File: src/design/prat_pkg.sv
// shared types and constants for the port range allocation table
`timescale 1ns / 1ps
`default_nettype none

package prat_pkg;

  typedef enum logic {
    OP_REG   = 1'b0,
    OP_UNREG = 1'b1
  } op_e;

  typedef enum logic [1:0] {
    STAT_OK    = 2'd0,
    STAT_INVAL = 2'd1,
    STAT_BUSY  = 2'd2,
    STAT_FULL  = 2'd3
  } status_e;

  typedef enum logic [1:0] {
    S_IDLE,
    S_SCAN,
    S_WAIT,
    S_DONE
  } state_e;

  // result of one compare of the request against one stored entry
  typedef struct packed {
    logic overlap;
    logic match;
  } cmp_res_t;

  localparam int unsigned START_W = 16;
  localparam int unsigned COUNT_W = 17;
  localparam int unsigned END_W   = 18;

  // reserved ranges loaded at reset
  localparam int unsigned RSV_N = 3;
  localparam logic [START_W-1:0] RSV_START [RSV_N] = '{16'h0020, 16'h00A0, 16'h00F8};
  localparam logic [COUNT_W-1:0] RSV_LEN   [RSV_N] = '{17'd32, 17'd32, 17'd16};

endpackage

`default_nettype wire

File: src/design/port_range_allocation_table.sv
// port range allocation table: register and unregister port ranges
//
// channel  dir  tdata (low bit up)                         tuser
// s_axis   in   start_port[15:0], port_count[32:16], pad   operation
// m_axis   out  status[1:0], pad                            -
//
// a request sweeps the table one entry per cycle through the single read port
// of the entry ram and the one shared compare unit before its result is pending;
// the input is ready again once the result is in the output register.
// reset loads the three reserved ranges at once; no clearing pass.
// the result waits in an output register; a stalled output holds the next
// result in its final state until the output register frees up.
`timescale 1ns / 1ps
`default_nettype none

module port_range_allocation_table
  import prat_pkg::*;
#(
  parameter int unsigned TABLE_ENTRIES = 16,
  parameter int unsigned PORT_SPACE    = 65536
) (
  input  wire logic        clk_i,
  input  wire logic        rst_ni,
  input  wire logic        s_axis_tvalid,
  output logic             s_axis_tready,
  input  wire logic [39:0] s_axis_tdata,  // start_port, port_count, zero pad
  input  wire logic        s_axis_tuser,  // operation
  output logic             m_axis_tvalid,
  input  wire logic        m_axis_tready,
  output logic [7:0]       m_axis_tdata   // status, zero pad
);

  localparam int unsigned IdxW  = $clog2(TABLE_ENTRIES);
  localparam int unsigned EntW  = START_W + COUNT_W;
  localparam logic [IdxW-1:0]  LastIdx = IdxW'(TABLE_ENTRIES - 1);
  localparam logic [END_W-1:0] SpaceW  = END_W'(PORT_SPACE);

  state_e state_q, state_d;

  logic                     op_q;
  logic [START_W-1:0]       start_q;
  logic [COUNT_W-1:0]       count_q;
  logic [END_W-1:0]         req_end;

  logic [IdxW-1:0]          cnt_q, cnt_d;
  logic                     pv_q, pv_d;
  logic [IdxW-1:0]          pidx_q;

  logic [TABLE_ENTRIES-1:0] valid_q, valid_d;
  logic [RSV_N-1:0]         rsv_live_q, rsv_live_d;

  logic                     hit_q, found_q, free_q;
  logic [IdxW-1:0]          mt_idx_q, free_idx_q;

  logic                     out_valid_q, out_valid_d;
  status_e                  out_status_q, status_c;

  logic                     accept, out_free, done_fire, wr_en;
  logic [EntW-1:0]          ram_rdata;
  logic [START_W-1:0]       ent_start;
  logic [COUNT_W-1:0]       ent_len;
  logic                     ent_valid;
  cmp_res_t                 cmp_res;

  assign accept    = s_axis_tvalid && s_axis_tready;
  assign out_free  = !out_valid_q || m_axis_tready;
  assign done_fire = (state_q == S_DONE) && out_free;
  assign req_end   = END_W'(start_q) + END_W'(count_q);

  prat_ram #(
    .WIDTH (EntW),
    .DEPTH (TABLE_ENTRIES)
  ) u_ram (
    .clk_i   (clk_i),
    .we_i    (wr_en),
    .waddr_i (free_idx_q),
    .wdata_i ({count_q, start_q}),
    .re_i    (state_q == S_SCAN),
    .raddr_i (cnt_q),
    .rdata_o (ram_rdata)
  );

  // reserved entries read their reset contents until overwritten
  always_comb begin
    ent_start = ram_rdata[START_W-1:0];
    ent_len   = ram_rdata[EntW-1:START_W];
    for (int i = 0; i < RSV_N; i++) begin
      if (pidx_q == IdxW'(i) && rsv_live_q[i]) begin
        ent_start = RSV_START[i];
        ent_len   = RSV_LEN[i];
      end
    end
  end

  assign ent_valid = valid_q[pidx_q];

  prat_cmp u_cmp (
    .req_start_i (start_q),
    .req_end_i   (req_end),
    .ent_start_i (ent_start),
    .ent_len_i   (ent_len),
    .res_o       (cmp_res)
  );

  // final status
  always_comb begin
    if (op_q == OP_REG) begin
      priority if (req_end > SpaceW) begin
        status_c = STAT_INVAL;
      end else if (hit_q) begin
        status_c = STAT_BUSY;
      end else if (!free_q) begin
        status_c = STAT_FULL;
      end else begin
        status_c = STAT_OK;
      end
    end else begin
      status_c = found_q ? STAT_OK : STAT_INVAL;
    end
  end

  assign wr_en = done_fire && (op_q == OP_REG) && (status_c == STAT_OK);

  // sequencer
  always_comb begin
    state_d     = state_q;
    cnt_d       = cnt_q;
    pv_d        = 1'b0;
    out_valid_d = out_valid_q && !m_axis_tready;
    valid_d     = valid_q;
    rsv_live_d  = rsv_live_q;
    s_axis_tready = 1'b0;
    unique case (state_q)
      S_IDLE: begin
        s_axis_tready = 1'b1;
        cnt_d = '0;
        if (s_axis_tvalid) begin
          state_d = S_SCAN;
        end
      end
      S_SCAN: begin
        pv_d  = 1'b1;
        cnt_d = cnt_q + 1'b1;
        if (cnt_q == LastIdx) begin
          state_d = S_WAIT;
        end
      end
      S_WAIT: begin
        state_d = S_DONE;
      end
      S_DONE: begin
        if (out_free) begin
          out_valid_d = 1'b1;
          state_d     = S_IDLE;
          if (wr_en) begin
            valid_d[free_idx_q] = 1'b1;
            for (int i = 0; i < RSV_N; i++) begin
              if (free_idx_q == IdxW'(i)) begin
                rsv_live_d[i] = 1'b0;
              end
            end
          end else if (op_q == OP_UNREG && found_q) begin
            valid_d[mt_idx_q] = 1'b0;
          end
        end
      end
      default: state_d = S_IDLE;
    endcase
  end

  always_ff @(posedge clk_i or negedge rst_ni) begin
    if (!rst_ni) begin
      state_q     <= S_IDLE;
      cnt_q       <= '0;
      pv_q        <= 1'b0;
      out_valid_q <= 1'b0;
      valid_q     <= TABLE_ENTRIES'((1 << RSV_N) - 1);
      rsv_live_q  <= '1;
      hit_q       <= 1'b0;
      found_q     <= 1'b0;
      free_q      <= 1'b0;
    end else begin
      state_q     <= state_d;
      cnt_q       <= cnt_d;
      pv_q        <= pv_d;
      out_valid_q <= out_valid_d;
      valid_q     <= valid_d;
      rsv_live_q  <= rsv_live_d;
      if (accept) begin
        hit_q   <= 1'b0;
        found_q <= 1'b0;
        free_q  <= 1'b0;
      end else if (pv_q) begin
        if (ent_valid && cmp_res.overlap) begin
          hit_q <= 1'b1;
        end
        // lowest matching entry for unregister, lowest free entry for register
        if (ent_valid && cmp_res.match && !found_q) begin
          found_q <= 1'b1;
        end
        if (!ent_valid && !free_q) begin
          free_q <= 1'b1;
        end
      end
    end
  end

  // payload registers
  always_ff @(posedge clk_i) begin
    if (accept) begin
      op_q    <= s_axis_tuser;
      start_q <= s_axis_tdata[15:0];
      count_q <= s_axis_tdata[32:16];
    end
    if (state_q == S_SCAN) begin
      pidx_q <= cnt_q;
    end
    if (pv_q && ent_valid && cmp_res.match && !found_q) begin
      mt_idx_q <= pidx_q;
    end
    if (pv_q && !ent_valid && !free_q) begin
      free_idx_q <= pidx_q;
    end
    if (done_fire) begin
      out_status_q <= status_c;
    end
  end

  assign m_axis_tvalid = out_valid_q;
  assign m_axis_tdata  = {6'd0, out_status_q};

  // a result only appears out of the final state
  assert property (@(posedge clk_i) disable iff (!rst_ni)
    $rose(m_axis_tvalid) |-> $past(state_q == S_DONE))
    else $error("result without a finished request");

  // the chosen free entry really is free while the request is in flight
  assert property (@(posedge clk_i) disable iff (!rst_ni)
    (state_q != S_IDLE && free_q) |-> !valid_q[free_idx_q])
    else $error("free entry is marked valid");

  // the matched entry for unregister is a live entry
  assert property (@(posedge clk_i) disable iff (!rst_ni)
    (state_q != S_IDLE && found_q) |-> valid_q[mt_idx_q])
    else $error("unregister match on an invalid entry");

  // a successful register adds exactly one live entry
  assert property (@(posedge clk_i) disable iff (!rst_ni)
    wr_en |=> ($countones(valid_q) == $past($countones(valid_q)) + 1))
    else $error("register did not add one entry");

  // no request is taken while a result is still being built
  assert property (@(posedge clk_i) disable iff (!rst_ni)
    (state_q == S_SCAN || state_q == S_WAIT) |-> !s_axis_tready)
    else $error("ready during table sweep");

endmodule

`default_nettype wire

File: src/design/prat_ram.sv
// generic single-port-write ram with registered read
`timescale 1ns / 1ps
`default_nettype none

module prat_ram #(
  parameter int unsigned WIDTH = 33,
  parameter int unsigned DEPTH = 16
) (
  input  wire logic                     clk_i,
  input  wire logic                     we_i,
  input  wire logic [$clog2(DEPTH)-1:0] waddr_i,
  input  wire logic [WIDTH-1:0]         wdata_i,
  input  wire logic                     re_i,
  input  wire logic [$clog2(DEPTH)-1:0] raddr_i,
  output logic      [WIDTH-1:0]         rdata_o
);

  logic [WIDTH-1:0] mem_q [DEPTH];
  logic [WIDTH-1:0] rdata_q;

  always_ff @(posedge clk_i) begin
    if (we_i) begin
      mem_q[waddr_i] <= wdata_i;
    end
    if (re_i) begin
      rdata_q <= mem_q[raddr_i];
    end
  end

  assign rdata_o = rdata_q;

endmodule

`default_nettype wire

File: src/design/prat_cmp.sv
// shared range compare unit: overlap and start match of request vs one entry
`timescale 1ns / 1ps
`default_nettype none

module prat_cmp
  import prat_pkg::*;
(
  input  wire logic [START_W-1:0] req_start_i,
  input  wire logic [END_W-1:0]   req_end_i,
  input  wire logic [START_W-1:0] ent_start_i,
  input  wire logic [COUNT_W-1:0] ent_len_i,
  output cmp_res_t                res_o
);

  logic [END_W-1:0] s_ext;
  logic [END_W-1:0] ns_ext;
  logic [END_W-1:0] ne;

  always_comb begin
    s_ext  = END_W'(req_start_i);
    ns_ext = END_W'(ent_start_i);
    ne     = ns_ext + END_W'(ent_len_i);
    // adjacent ranges do not conflict
    res_o.overlap = ((s_ext >= ns_ext) && (s_ext < ne)) ||
                    ((s_ext < ne) && (req_end_i > ns_ext));
    res_o.match   = (req_start_i == ent_start_i);
  end

endmodule

`default_nettype wire

File: config.mk
export PLATFORM = sky130hd
export DESIGN_NAME = port_range_allocation_table
export DESIGN_NICKNAME = d
export VERILOG_FILES = /design/src/design/prat_pkg.sv /design/src/design/port_range_allocation_table.sv /design/src/design/prat_ram.sv /design/src/design/prat_cmp.sv
export SDC_FILE = /design/constraint.sdc
export NUM_CORES = 1
export LEC_CHECK = 0
export ABC_CLOCK_PERIOD_IN_PS = 8900
export BUFFER_PORTS_ARGS = -buffer_cell sky130_fd_sc_hd__buf_2
export CORE_ASPECT_RATIO = 0.8
export CORE_UTILIZATION = 55
export DETAILED_ROUTE_END_ITERATION = 12
export HOLD_SLACK_MARGIN = 0.1
export PLACE_DENSITY = 0.71
export SKIP_LAST_GASP = 1
export SLEW_MARGIN = 25
export SYNTH_ARGS = -nofsm -noshare
export SYNTH_HDL_FRONTEND = slang
export SYNTH_HIERARCHICAL = 1
export SYNTH_SLANG_ARGS = --single-unit
File: constraint.sdc
create_clock -name clk_i -period 8.9 [get_ports clk_i]
set_clock_uncertainty 0.2 [all_clocks]
set_input_delay 0.89 -clock clk_i [delete_from_list [all_inputs] [get_ports clk_i]]
set_output_delay 0.89 -clock clk_i [all_outputs]
set_load 0.02 [all_outputs]
==> summary.txt <==
Setup path
  – Critical path cell sequence: ha_1 -> inv_1 -> fa_1 -> nor2b_1 -> o31a_1 -> a21oi_1 -> or4_1 -> nor4_2 -> nand4b_1 -> o22a_2 -> nor2_1 -> nand3_1 -> nor2_4 -> buf_4
  – Max stage delay on crit path: 830 ps
  – Crit start category: flip-flop
  – Worst setup path category: flip-flop to flip-flop
  – Slowest cell on the critical path: nor2_4
  – Crit Path Max Fanout: 22
  – Req. time, crit path: 8980 ps
  – Worst setup EP type: flip-flop
  – WP data arrival: 6000 ps
  – Critical path buffer and inverter count: 2
  – Crit path max-delay family: simple AND/OR/NAND/NOR gates

Floorplanning
  – Core area: 48,700 sq um
  – I/O Pins: 55
  – Row count: 72
  – Die height: 201 um
  – Die area: 50,600 sq um
  – Starting Density: 0.561
  – Die X: 251 um

Routing
  – Met2 wire len: 27,800 um
  – DR iter-0 viols: 1,242
  – Met3 WL: 4660 um
  – Antenna viol nets, final: 0
  – Vias per cell: 6.22
  – DRC: 0
  – Max Used Layer: met5
  – Wire per inst: 26.0 um
  – 1st-pass router iterations: 5
  – Via count: 14.4k
  – Met1 WL: 26,500 um
  – Routed wire length: 60,200 um

Clocking
  – Clock slew at reported path FFs: 70 ps
  – Total CTS buffers: 58
  – H-tree depth: 2
  – Sink Count: 639
  – CTS max path bufs: 3
  – Resized Gates After CTS: 0
  – Post-CTS setup buffers: 0
  – Clock root buffer: clkbuf_16
  – Post-CTS Hold Fix Bufs: 0
  – TritonCTS clock tree: done
  – Worst-Skew Late Latency: 620 ps

Synthesis
  – Top post-synthesis cells by area: edfxtp_1 (67%), mux4_2 (9.7%), ha_1 (3.8%)
  – Multiplexer share of the synthesized area: 0.117
  – Synth Area in Simple Gates: 0.0515
  – Largest family of logic cells by synthesized area: multiplexers
  – Synth Warn #: 6
  – Top-count cell post-synth: edfxtp_1
  – Synth top cells by count: edfxtp_1 (609), mux4_2 (118), ha_1 (84)
  – Post-Synthesis Cells: 1,521
  – Yosys cell types: 77
  – Post-synth top area cell: edfxtp_1
  – Top_reg_cell synth: edfxtp_1
  – EDFF count, synth: 609
  – Area share of the largest cell type after synthesis: 0.669
  – Synthesis-stage register bit count: 639
  – Adder-cell area share of the yosys netlist: 0.0399
  – Seq/Total Area, Yosys: 0.697
  – Xor and xnor area share after synthesis: 0.00641
  – Compound-gate portion of the synthesized area: 0.0672
  – Asr flop ratio synth: 0.0469
  – Mean Syn Cell Area: 18.0 sq um
  – Mapped Area: 27,300 sq um

GRT
  – Number of global-route vias before repair: 14.5k
  – Initial antenna violation count: 3
  – Global-route wire length before repair: 90,500 um
  – GR Overflow Total: 0
  – Tot GR Track Use: 0.244
  – Pin count of the biggest net entering global routing: 59

STA
  – Final worst slack: 2990 ps
  – Pins Over Slew Limit: 0
  – Max Clk Rate: 0.169 GHz
  – Final period util: 0.665
  – Least-Margin Pin Slew: 1070 ps
  – Fin Setup TNS: 0 ps
  – Final setup vio count: 0
  – Final Hold Viols: 0
  – Max-slew headroom: 0.285
  – RSZ-0062 raised after global routing: no
  – Min cycle time layout: 5910 ps

Power
  – Worst ir drop on vdd: 0.201 mV
  – Total power: 9.09 mW
  – Pwr per Cell Area: 300 nW/um^2
  – Pleak: 10.1 nW

Cells and area
  – Area Overhead vs Synth: 11.0%
  – Cell area after layout: 30,300 sq um
  – # diodes: 0
  – Nets: 1,729
  – Layout cell share with drive strength beyond 1: 0.206
  – Core Util, Final: 0.622

Placement
  – Placement Setup Slack: 3030 ps
  – Area after DPL: 28,400 sq um
  – IO Port Bufs: 41
  – Dpl hpwl: 36,200 um
  – Routability cong.: 0.869

Run status
  – Run status: completed

Min path
  – Hold crit path type: primary input to async pin

Flow run
  – Maxcap violations: 0
-- registers in the layout, indices dropped and copies added, names as in the netlist, 2 cells and up --
name	cells
pidx_q	4
u_ram/mem_q	528
count_q	17
out_status_q	2
rsv_live_q	3
mt_idx_q	4
valid_q	16
cnt_q	4
start_q	16
state_q	2
free_idx_q	4
u_ram/rdata_o	33
-- routing by layer --
layer | global-route usage | vias up
met5 | 0 | -
met4 | 0.0664 | 4
met3 | 0.0429 | 83
met2 | 0.373 | 518
met1 | 0.365 | 7450
li1 | - | 6343
-- per-stage QoR --
step,hold slack (ps),instances
finish,122,2313
global route,165,2313
CTS,126,2313
detailed placement,266,2204
global placement,253,2202
floorplan,243,1526
-- cell families after synthesis --
kind of cell               Yosys count
other                                1
xor gates and xnor gates            20
buffers and inverters              105
DFF                                639
muxes                              141
adders and majority gates           86
and+or+nand+nor                    273
AOI/OAI and AO/OA                  256
-- cells in the final DEF (no fill, tap or decap), types with 11 or more instances in the layout --
| cell type | Yosys | final |
|---|---|---|
| nor2_1 | 42 | 29 |
| o21ai_0 | 44 | 44 |
| xnor2_1 | 11 | 11 |
| inv_1 | 39 | 39 |
| nand2_1 | 79 | 79 |
| nor2_4 | 0 | 13 |
| clkinv_1 | 0 | 12 |
| clkinv_2 | 0 | 15 |
| buf_2 | 14 | 41 |
| nor2b_1 | 17 | 15 |
| nand2b_1 | 16 | 16 |
| ha_1 | 84 | 83 |
| nor3_1 | 21 | 17 |
| nand3_1 | 14 | 14 |
| dfrtp_1 | 24 | 22 |
| a21o_1 | 16 | 16 |
| and2_1 | 34 | 32 |
| a21oi_1 | 43 | 43 |
| buf_4 | 6 | 35 |
| a22oi_1 | 67 | 67 |
| mux4_2 | 118 | 118 |
| mux4_1 | 19 | 19 |
| clkbuf_16 | 0 | 59 |
| edfxtp_1 | 609 | 609 |
-- final cells by class --
| class | count | area (sq um) |
|---|---|---|
| fill | 3333 | 18400 |
| sequential | 639 | 19100 |
| tap | 666 | 833 |
| clock inverter | 41 | 399 |
| clock buffer | 68 | 1510 |
| timing repair buffer | 78 | 523 |
| inverter | 39 | 146 |
| multi-input combinational | 782 | 7870 |
-- worst paths after layout --
| kind | from | end | slack, ps | cells after the start |
|---|---|---|---|---|
| worst max-delay path | count_q[0]$_DFFE_PP_ | u_ram/mem_q[14][5]$_DFFE_PP_ | 2990 | 14 |
| worst min-delay path | rst_ni | valid_q[3]$_DFFE_PN0P_ | 120 | 1 |
| worst max register to register | count_q[0]$_DFFE_PP_ | u_ram/mem_q[14][5]$_DFFE_PP_ | 2990 | 14 |
| worst min register to register | rsv_live_q[0]$_DFFE_PN1P_ | rsv_live_q[0]$_DFFE_PN1P_ | 270 | 1 |
| max in group asynchronous | rst_ni | cnt_q[1]$_DFFE_PN0P_ | 7840 | 1 |
| min in group clk_i | s_axis_tdata[16] | count_q[0]$_DFFE_PP_ | 240 | 1 |
-- report_power, final --
part           total [mW]  internal (mW)  switching (mW)  leakage, nW
Sequential           3.91           3.64           0.277         5.88
Combinational        2.67           1.21            1.46         3.29
Clock                2.50           1.42            1.08        0.937
No activity file was read; power rests on OpenSTA's default activity.
